[config.mk]
export PLATFORM = sky130hd
export DESIGN_NAME = cbs_ctrl
export DESIGN_NICKNAME = d
export VERILOG_FILES = /design/src/rtl/core/cbs_pkg.sv /design/src/rtl/core/cbs_ctrl.sv
export SDC_FILE = /design/constraint.sdc
export NUM_CORES = 1
export LEC_CHECK = 0
export BUFFER_PORTS_ARGS = -buffer_cell sky130_fd_sc_hd__buf_4
export CAP_MARGIN = 40
export CORE_MARGIN = 2
export CORE_UTILIZATION = 55
export DETAILED_ROUTE_END_ITERATION = 8
export HOLD_SLACK_MARGIN = 0.05
export PLACE_DENSITY = 0.84
export SLEW_MARGIN = 20
export SYNTH_ARGS = -nofsm -noshare
export SYNTH_HDL_FRONTEND = slang
export SYNTH_SLANG_ARGS = --single-unit
[constraint.sdc]
create_clock -name clk -period 3 [get_ports clk]
set_clock_uncertainty 0.15 [all_clocks]
set_input_delay 0.15 -clock clk [delete_from_list [all_inputs] [get_ports clk]]
set_output_delay 0.15 -clock clk [all_outputs]
set_load 0.01 [all_outputs]
[src/rtl/core/cbs_pkg.sv]
`timescale 1ns / 1ps

package cbs_pkg;

	localparam int COORD_WIDTH_DEF = 16;
	localparam int MAX_STEPS       = 64;
	localparam int STEP_W          = 7;
	localparam int SLOT_W          = 6;
	localparam int T_W             = 16;
	localparam int U_W             = 17;
	// Bernstein weights are at most 2^48 (u^3 at t = 0)
	localparam int WGT_W           = 49;
	localparam int WGT_LO_W        = 24;
	localparam int FRAC_SHIFT      = 48;
	localparam logic [U_W-1:0] T_ONE = 17'h10000;

	// floor(65536 / steps) kept to 16 bits, indexed by steps - 1
	localparam logic [T_W-1:0] RECIP_TBL [64] = '{
		16'd0,     16'd32768, 16'd21845, 16'd16384, 16'd13107, 16'd10922, 16'd9362,  16'd8192,
		16'd7281,  16'd6553,  16'd5957,  16'd5461,  16'd5041,  16'd4681,  16'd4369,  16'd4096,
		16'd3855,  16'd3640,  16'd3449,  16'd3276,  16'd3120,  16'd2978,  16'd2849,  16'd2730,
		16'd2621,  16'd2520,  16'd2427,  16'd2340,  16'd2259,  16'd2184,  16'd2114,  16'd2048,
		16'd1985,  16'd1927,  16'd1872,  16'd1820,  16'd1771,  16'd1724,  16'd1680,  16'd1638,
		16'd1598,  16'd1560,  16'd1524,  16'd1489,  16'd1456,  16'd1424,  16'd1394,  16'd1365,
		16'd1337,  16'd1310,  16'd1285,  16'd1260,  16'd1236,  16'd1213,  16'd1191,  16'd1170,
		16'd1149,  16'd1129,  16'd1110,  16'd1092,  16'd1074,  16'd1057,  16'd1040,  16'd1024
	};

	typedef struct packed {
		logic              load;
		logic              issue;
		logic [T_W-1:0]    t;
		logic [SLOT_W-1:0] slot;
		logic              last;
	} cmd_t;

	typedef struct packed {
		logic front_empty;
		logic adv;
	} status_t;

endpackage

[src/rtl/core/cbs_ctrl.sv]
`timescale 1ns / 1ps

module cbs_ctrl (
	input  logic                          clk,
	input  logic                          arst_n,
	input  logic                          in_valid,
	output logic                          in_ready,
	input  logic [cbs_pkg::STEP_W-1:0]    step_count,
	input  cbs_pkg::status_t              status,
	output cbs_pkg::cmd_t                 cmd
);

	typedef enum logic {
		IDLE,
		RUN
	} state_t;

	state_t                        state_q;
	logic [cbs_pkg::T_W-1:0]       t_q;
	logic [cbs_pkg::T_W-1:0]       inc_q;
	logic [cbs_pkg::STEP_W-1:0]    left_q;
	logic [cbs_pkg::STEP_W-1:0]    steps_sat;
	logic [cbs_pkg::STEP_W-1:0]    steps_m1;
	logic [cbs_pkg::STEP_W-1:0]    left_m1;
	logic                          accept;

	assign in_ready  = (state_q == IDLE) && status.front_empty;
	assign accept    = in_valid && in_ready;
	assign steps_sat = (step_count > cbs_pkg::STEP_W'(cbs_pkg::MAX_STEPS))
		? cbs_pkg::STEP_W'(cbs_pkg::MAX_STEPS) : step_count;
	assign steps_m1  = steps_sat - cbs_pkg::STEP_W'(1);
	assign left_m1   = left_q - cbs_pkg::STEP_W'(1);

	assign cmd.load  = accept;
	assign cmd.issue = (state_q == RUN) && status.adv;
	assign cmd.t     = t_q;
	assign cmd.slot  = left_m1[cbs_pkg::SLOT_W-1:0];
	assign cmd.last  = (left_q == cbs_pkg::STEP_W'(1));

	always_ff @(posedge clk or negedge arst_n) begin
		if (!arst_n) begin
			state_q <= IDLE;
			t_q     <= '0;
			inc_q   <= '0;
			left_q  <= '0;
		end else begin
			case (state_q)
				IDLE: begin
					// a zero step count is taken and dropped
					if (accept && (step_count != '0)) begin
						inc_q   <= cbs_pkg::RECIP_TBL[steps_m1[cbs_pkg::SLOT_W-1:0]];
						t_q     <= '0;
						left_q  <= steps_sat;
						state_q <= RUN;
					end
				end
				RUN: begin
					if (cmd.issue) begin
						t_q    <= t_q + inc_q;
						left_q <= left_m1;
						if (cmd.last) begin
							state_q <= IDLE;
						end
					end
				end
				default: begin
					state_q <= IDLE;
				end
			endcase
		end
	end

endmodule

After elaboration in Yosys (flattened, before gate mapping)
Memories as Yosys holds them, arrays and structs flattened. A register that Yosys moved wholly into a read port is not among the register bits.
Cells that the tools add are included.
{"block": "word_totals", "ff_bits": 24, "rom_bits": 1024, "inputBits": 12, "n_memories": 1}
{"block": "op_classes", "add_sub_neg": 3, "n_lt_le_gt_ge": 1, "n_eq_ne": 3, "muxes": 11, "bitwise_logic": 2, "n_reduce_logical": 8}
{"name": "(no name shown)", "words": 64, "width": 16, "rd": 1, "rd_clocked_by_memory_dff": 1, "write_ports": 0, "line_no": "cbs_ctrl.sv:51", "rtl": "inc_q <= cbs_pkg::RECIP_TBL[steps_m1[cbs_pkg::SLOT_W-1:0]];"}
{"op": "two-way mux 16 bit", "count": 2}
{"op": "one-hot mux 16 bit (2 select lines)", "count": 1}
{"op": "two-way mux 7 bit", "count": 3}
{"op": "adder 16 bit", "count": 1}
{"op": "one-hot mux 7 bit (2 select lines)", "count": 1}
{"op": "equality test 7 x 1 -> 1 bit (second input constant)", "count": 1}
{"op": "> comparator 7 bit (second input constant)", "count": 1}
{"op": "inverter 6 -> 7 bit", "count": 1}
{"op": "nonzero test 7 bit", "count": 1}
{"op": "subtractor 7 x 1 -> 7 bit (second input constant)", "count": 1}
{"op": "subtractor 6 x 1 -> 6 bit (second input constant)", "count": 1}
{"op": "logical AND 1 bit", "count": 4}
{"op": "AND reduction 2 bit", "count": 2}
{"op": "two-way mux 1 bit", "count": 3}
{"op": "!= test 2 x 1 -> 1 bit (second input constant)", "count": 1}
{"op": "!= test 2 bit (second input constant)", "count": 1}
{"op": "one-hot mux 1 bit (2 select lines)", "count": 1}
{"op": "logical NOT 1 bit", "count": 1}
{"op": "inverter 1 bit", "count": 1}

Longest topological paths before layout
Gate-level depths: netlist of the first run.
{"block": "logic_depth", "word_depth": 6, "ltp_mapped": 16, "mapped_depth_nobuf": 12}

Worst setup path before layout of the first run
OpenSTA, ideal clock, no wires.
{"block": "synth_timing", "kind": "in2reg", "startpoint": "input step_count[6] in the netlist's numbering", "endpoint": "register inc_q[6] in the netlist's numbering", "t_arrival_ps": 2537, "required_time_ps": 2713, "path_slack_ps": 176, "stages": 15, "path_buffers": 4, "cell_sequence": "buf_4 > inv_1 > clkbuf_1 > nand2_1 > ha_1 > buf_2 > inv_1 > xnor2_2 > inv_1 > buf_2 > ha_1 > o21ai_0 > a221oi_1 > a222oi_1 > o31ai_1"}
{"block": "synth_between", "elab_chain_len": 4, "word_cells_on_any_way": 7, "classes_between": "1 x add/sub; 1 x order compare; 1 x mux; 1 x bitwise; 3 x reduce/logical"}
{"item": "start, declared", "line_no": "cbs_ctrl.sv:8", "rtl": "input logic [cbs_pkg::STEP_W-1:0] step_count,"}
{"item": "> comparator 7 bit", "line_no": "cbs_ctrl.sv:29", "rtl": "assign steps_sat = (step_count > cbs_pkg::STEP_W'(cbs_pkg::MAX_STEPS))"}
{"item": "two-way mux 7 bit", "line_no": "cbs_ctrl.sv:30", "rtl": "? cbs_pkg::STEP_W'(cbs_pkg::MAX_STEPS) : step_count;"}
{"item": "subtractor 6 x 1 -> 6 bit", "line_no": "cbs_ctrl.sv:31", "rtl": "assign steps_m1 = steps_sat - cbs_pkg::STEP_W'(1);"}
{"item": "inverter 6 -> 7 bit (not written as such)", "line_no": "cbs_ctrl.sv:51"}
{"item": "end, declared", "line_no": "cbs_ctrl.sv:20", "rtl": "logic [cbs_pkg::T_W-1:0] inc_q;"}
Parallel ways exist; a longest one is shown, timed or not.
A chain may end at the register's enable or synchronous reset.

Final worst setup path of the first run
{"block": "layout_timing", "startpoint": "register t_q[0] in the netlist's numbering", "endpoint": "register t_q[14] in the netlist's numbering"}
{"block": "layout_between", "elab_chain_len": 3}
{"item": "start, declared", "line_no": "cbs_ctrl.sv:19", "rtl": "logic [cbs_pkg::T_W-1:0] t_q;"}
{"item": "start signal, assigned", "line_no": "cbs_ctrl.sv:59", "rtl": "t_q <= t_q + inc_q;"}
{"item": "adder 16 bit", "line_no": "cbs_ctrl.sv:59"}
{"item": "two-way mux 16 bit", "line_no": "cbs_ctrl.sv:58", "rtl": "if (cmd.issue) begin"}
{"item": "one-hot mux 16 bit (2 select lines)", "line_no": "cbs_ctrl.sv:47", "rtl": "case (state_q)"}
No other way between the ends. The select of a mux whose other input is x is not followed.

==> impl_metrics.tcl, run 1 <==
set metrics [dict create \
    vias 3809 \
    finalSetupViolCount 0 \
    synth_top_area_share_pct 26.8 \
    synth_nets 526 \
    maxSlewHeadroom_pct 54.0 \
    drv_cap 0 \
    cp.arrival_ps 2780 \
    fin_area_um2 4220 \
    track_usage_pct 28.5 \
    path_max_fanout 3 \
    design.die.area_um2 7450 \
    core_um2 6680 \
    num_rows 30 \
    synth_top_area_cell "dfrtp_1" \
    fin_crit_sh_pct 91.7 \
    antenna_found_initial 0 \
    place_hpwl_um 7840 \
    hold_viol 0 \
    ys_seq_elements 40 \
    fin_tns_setup_ps 0 \
    fmax_ghz 0.363 \
    cp-start-kind "register" \
    syn_inst 482 \
    synth.distinct_cells 67 \
    post-route-min-period_ps 2750 \
    boundaryPins 38 \
    cts_buffers 5 \
    grt_pass1_wl_um 17100 \
    cts_tree "built" \
    async_flop_share_pct 100 \
    place_congestion 0.990 \
    die_h_um 86.3 \
    io_buffers 37 \
    initial_core_util_pct 55.8 \
    p_leak_uw 0.00195 \
    clk_pin_slew_ps 70 \
    drtIter0Drc 390 \
    hold_slack_ps 96.0 \
    first_pass_iters 5 \
    grt_overflow 0 \
    antenna_left 0 \
    fin_util_pct 63.1 \
    power_density_nw_per_um2 848 \
    drv_slew 0 \
    crit_type "register to register" \
    synth_area_um2 3730 \
    worstSkewPairLatency_ps 300 \
    cp_data_required_time_ps 3030 \
    diodes 0 \
    die_w_um 86.3 \
    ir_drop_mv 0.273 \
    worst_pin_slew_ps 687 \
    clk_path_buf_depth 2 \
    fill_cells 584 \
    cts_sinks 40 \
    synth.most_common_cell "nand2_1" \
    worstSetupEndpointType "register" \
    grt_setup_unrepaired "false" \
    drt-total-wl_um 10400 \
    ys_top_cells_by_count "58 x nand2_1, 49 x o21ai_0, 44 x a21oi_1" \
    hold_path_class "input pin to register" \
    cts_setup_buffers 0 \
    grt_pass1_vias 3447 \
    finalNetCount 556 \
    syn_to_final_growth_pct 13.2 \
    vias_per_cell 6.42 \
    drc 0 \
    avgRoutedWirePerCell_um 17.6 \
    ys.flop_type "dfrtp_1" \
    place_area_um2 4070 \
    synth_enable_flop_cells 0 \
    drive_gt1_share_pct 14.8 \
    grt_start_max_net_pins 41 \
    yosys_warnings 0 \
    yosysSeqAreaShare_pct 26.8 \
    synth_area_leaders "dfrtp_1 27%, ha_1 10%, o21ai_0 6.6%, a21oi_1 5.9%, nand2_1 5.8%" \
    status "finished, final reports clean" \
    h-tree-depth 2 \
    syn_area_per_cell_um2 7.74 \
    cts-root-buf "clkbuf_8" \
]
flip-flops by register name, indices dropped and copies added (netlist names):
register and flops:
state_q 1, left_q 7, inc_q 16, t_q 16
cells in the final DEF (no fill, tap or decap), types with 3 or more instances in the layout:
| cell | synthesis | final |
|---|---|---|
| a32o_1 | 3 | 3 |
| dfrtp_1 | 40 | 40 |
| buf_4 | 2 | 55 |
| o31ai_1 | 6 | 6 |
| a21oi_1 | 44 | 43 |
| a211oi_1 | 5 | 5 |
| a22o_1 | 4 | 4 |
| nand3_1 | 20 | 20 |
| a21o_1 | 4 | 4 |
| xnor2_1 | 6 | 6 |
| o211ai_1 | 7 | 7 |
| and3_1 | 6 | 6 |
| a22oi_1 | 4 | 4 |
| o221ai_1 | 3 | 3 |
| nand2_1 | 58 | 58 |
| o21ai_1 | 7 | 7 |
| nor2_1 | 39 | 39 |
| clkbuf_8 | 0 | 7 |
| nor2b_1 | 5 | 5 |
| nor3_1 | 10 | 10 |
| o22ai_1 | 4 | 4 |
| inv_1 | 14 | 14 |
| ha_1 | 31 | 31 |
| o21bai_1 | 5 | 5 |
| a31oi_1 | 7 | 7 |
| nand2b_1 | 4 | 4 |
| xor2_1 | 13 | 13 |
| o21ai_0 | 49 | 49 |
| or3_1 | 4 | 4 |
final timing paths:
| path | slack [ps] | from | cells past startpoint | end |
|---|---|---|---|---|
| worst max-delay path | 250 | t_q[0] | 10 | t_q[14] |
| worst min-delay path | 100 | step_count[5] | 3 | left_q[5] |
| worst max register to register | 250 | t_q[0] | 10 | t_q[14] |
| worst min register to register | 350 | inc_q[11] | 2 | inc_q[11] |
| max in group asynchronous | 2160 | arst_n | 2 | inc_q[11] |
| min in group asynchronous | 200 | arst_n | 2 | state_q |
stage by stage:
stage	instances	setup slack (ps)	total power [uW]
final	593	249	3580
after detailed placement	583	233	3050
after floorplan	482	176	2390
after global routing	593	12.3	3870
after CTS	593	219	3540
after global placement	583	346	2970
metal layers:
layer | share of wire, % | GRT usage, % | wire [um] | vias to the layer above
li1 | - | - | - | 1828
met1 | 44 | 38.9 | 4560 | 1766
met2 | 46 | 46.4 | 4820 | 181
met3 | 6.9 | 3.14 | 722 | 34
met4 | 3.1 | 11.2 | 320 | 0
met5 | 0 | 0 | 0 | -
timing repair:
item / 4_1_cts / 5_1_grt
hold endpoints to repair: 42 / 0
hold buffers: 2 / 0
gates resized for setup: 0 / 1
endpoints found under the setup margin: 0 / 1
power by group:
part           internal (uW)  total, uW  switching [uW]
sequential               770        981             211
clock                    293        480             187
combinational            943       2120            1170
critical path: stages, from the launching register on:
cell and delay [ps]:
dfrtp_1 410, ha_1 250, fa_1 410, a21o_1 180, a21oi_1 290, o21ai_0 190, a21oi_2 210, o21ai_0 110
a31oi_1 210, xor2_1 150, o21ai_0 80
logic make-up after synthesis:
kind of cell	Yosys count	share of synthesized area, %
compound gates	176	29.9
xor+xnor	20	4.90
fa+ha+maj	32	10.9
buf+inv	49	6.14
flops	40	26.8
mux	4	1.14
simple gates	161	20.1
layout make-up:
class                      count  area, um2  area share (%)
multi-input combinational    393       2500            59.3
sequential                    40       1000            23.7
timing repair buffer          57        433            10.3
tap                           80        100            2.37
clock buffer                   7       96.3            2.28
inverter                      15       56.3            1.33
clock inverter                 1       30.0           0.712
No activity file was read; power rests on OpenSTA's default activity.
==> run 2, diff against run 1 <==
PLACE_DENSITY = unset   (was 0.84)
PLACE_DENSITY_LB_ADDON = 0.12   (was unset)
TNS_END_PERCENT = 5   (was unset)
==> run 2 against run 1 <==
Wire length shrank 0.38%. Via count shrank 3.2%. Total power shrank 1.6%. Clock power shrank 8.1%. Highest routed layer unchanged. Utilization shrank 0.45 points. Sequential share of layout area grew 0.17 points. Cell area shrank 0.71%.
==> impl_metrics.tcl, run 2 (same netlist as run 1, synthesis figures left out) <==
set metrics [dict create \
    crit_slowest_cell "fa_1" \
    boundaryPins 38 \
    cts_sinks 40 \
    track_usage_pct 28.1 \
    grt.busiest_layer "met2" \
    whs_path_depth 3 \
    fin_crit_sh_pct 89.8 \
    grt_pass1_vias 3349 \
    top_regs "inc_q: 16 flops, t_q: 16 flops, left_q: 7 flops" \
    io_buffers 37 \
    grt_overflow 0 \
    status "finished, final reports clean" \
    reg2regPathDepth 10 \
    vias_per_cell 6.24 \
    first_pass_iters 5 \
    fin_tns_setup_ps 0 \
    clk_path_buf_depth 2 \
    worstSkewPairLatency_ps 290 \
    drive_gt1_share_pct 14.5 \
    drt-total-wl_um 10400 \
    final_cell_mix "58 x nand2_1, 53 x buf_4, 49 x o21ai_0" \
    design.die.area_um2 7450 \
    p_leak_uw 0.00193 \
    cts-root-buf "clkbuf_8" \
    cts_tree "built" \
    total_power_uw 3520 \
    cp_data_required_time_ps 3030 \
    hold_viol 0 \
    layout_setup_ws_ps 305 \
    grt_setup_unrepaired "false" \
    slowest_delay_ps 410 \
    mostFrequentLayoutCell "nand2_1" \
    crit_type "register to register" \
    dp_slack_ps 291 \
    antenna_found_initial 0 \
    place_congestion 1.03 \
    power_density_nw_per_um2 841 \
    drtIter0Drc 260 \
    grt_pass1_wl_um 17000 \
    grt_start_max_net_pins 41 \
    vias 3686 \
    finalNetCount 554 \
    drc 0 \
    worstPathCellList "ha_1 > fa_1 > a21o_1 > a21oi_1 > o21ai_0 > a21oi_2 > o21ai_0 > a31oi_1 > xor2_1 > o21ai_0" \
    drv_cap 0 \
    num_rows 30 \
    r2r-end "t_q[14]" \
    holdCritStartpoint "step_count[5]" \
    die_w_um 86.3 \
    min_to "left_q[5]" \
    met3_usage_pct 2.48 \
    path_buf_inv 0 \
    path_max_fanout 3 \
    maxSlewHeadroom_pct 58.1 \
    crit_top_cell "o21ai_0" \
    fin_util_pct 62.7 \
    syn_to_final_growth_pct 12.3 \
    core_um2 6680 \
    cp.arrival_ps 2720 \
    hold_path_class "input pin to register" \
    avgRoutedWirePerCell_um 17.6 \
    cpLargestDelayFamily "compound AO/OA/AOI/OAI gates" \
    cts_setup_buffers 0 \
    post-route-min-period_ps 2690 \
    rr_startpoint "t_q[0]" \
    worstSetupEndpointType "register" \
    diodes 0 \
    worst_pin_slew_ps 625 \
    place_hpwl_um 7810 \
    h-tree-depth 2 \
    fill_cells 614 \
    die_h_um 86.3 \
    r2r_setup_slack_ps 310 \
    cts_buffers 5 \
    antenna_left 0 \
    clk_pin_slew_ps 90 \
    fmax_ghz 0.371 \
    grtUsageMet1_pct 40.2 \
    initial_core_util_pct 55.8 \
    grtUsageMet2_pct 45.5 \
    drv_slew 0 \
    finalSetupViolCount 0 \
    ir_drop_mv 0.294 \
    cp-start-kind "register" \
]
[run 2: cell count changes in the layout (fill, tap and decap cells not counted), sizes merged]
cell and delta:
clkbuf -2, clkinv +1, clkinvlp +1, buf -2
[run 2: final cells by class]
cell class              instances  area, um2  share of cell area [%]
clock buffers                   5       68.8                    1.64
clock inverters                 3       42.5                    1.02
inverters                      15       56.3                    1.34
multi-input cells             393       2500                    59.7
flip-flops and latches         40       1000                    23.9
well taps                      80        100                    2.39
repair buffers                 55        418                    9.98
[run 2: how the worst max path moves through the flow]
stage | from | end | slack, ps | depth (start not counted)
6_report | t_q[0] | t_q[14] | 310 | 10
5_1_grt | t_q[0] | t_q[14] | 60 | 10
3_5_place_dp | t_q[0] | t_q[14] | 290 | 10
4_1_cts | t_q[0] | t_q[14] | 270 | 10
3_3_place_gp | t_q[0] | t_q[14] | 330 | 10
2_1_floorplan | step_count[6] | inc_q[6] | 180 | 15
[run 2: power breakdown]
| part | switching (uW) | internal, uW | total, uW |
|---|---|---|---|
| registers | 206 | 769 | 975 |
| logic | 1160 | 942 | 2100 |
| clock network | 195 | 246 | 441 |
| total | 1560 | 1960 | 3520 |
[run 2: per-stage QoR]
| stage | hold WS, ps | instances | cell area (um2) |
|---|---|---|---|
| 2_1_floorplan | -296 | 482 | 3730 |
| 3_3_place_gp | 5.34 | 581 | 4050 |
| 3_5_place_dp | 4.63 | 581 | 4050 |
| 4_1_cts | 78.7 | 591 | 4190 |
| 5_1_grt | 75.6 | 591 | 4190 |
| 6_report | 82.9 | 591 | 4190 |
[run 2: tightest hold or removal path, delay by kind of cell]
family / cells / cell delay [ps]
AOI/OAI and AO/OA: 1 / 100
buffers and inverters: 1 / 80
and+or+nand+nor: 1 / 150
[run 2: routing by layer]
metal | vias to the layer above | part of all wire (%)
met3 | 17 | 5.7
met1 | 1738 | 45
met4 | 0 | 1.9
met2 | 123 | 47
met5 | - | 0
li1 | 1808 | -
[run 2: what timing repair did]
action / in CTS / in global routing
gates resized for setup: 0 / 1
hold buffers: 2 / 0
setup endpoints to repair: 0 / 1
endpoints found under the hold margin: 42 / 0
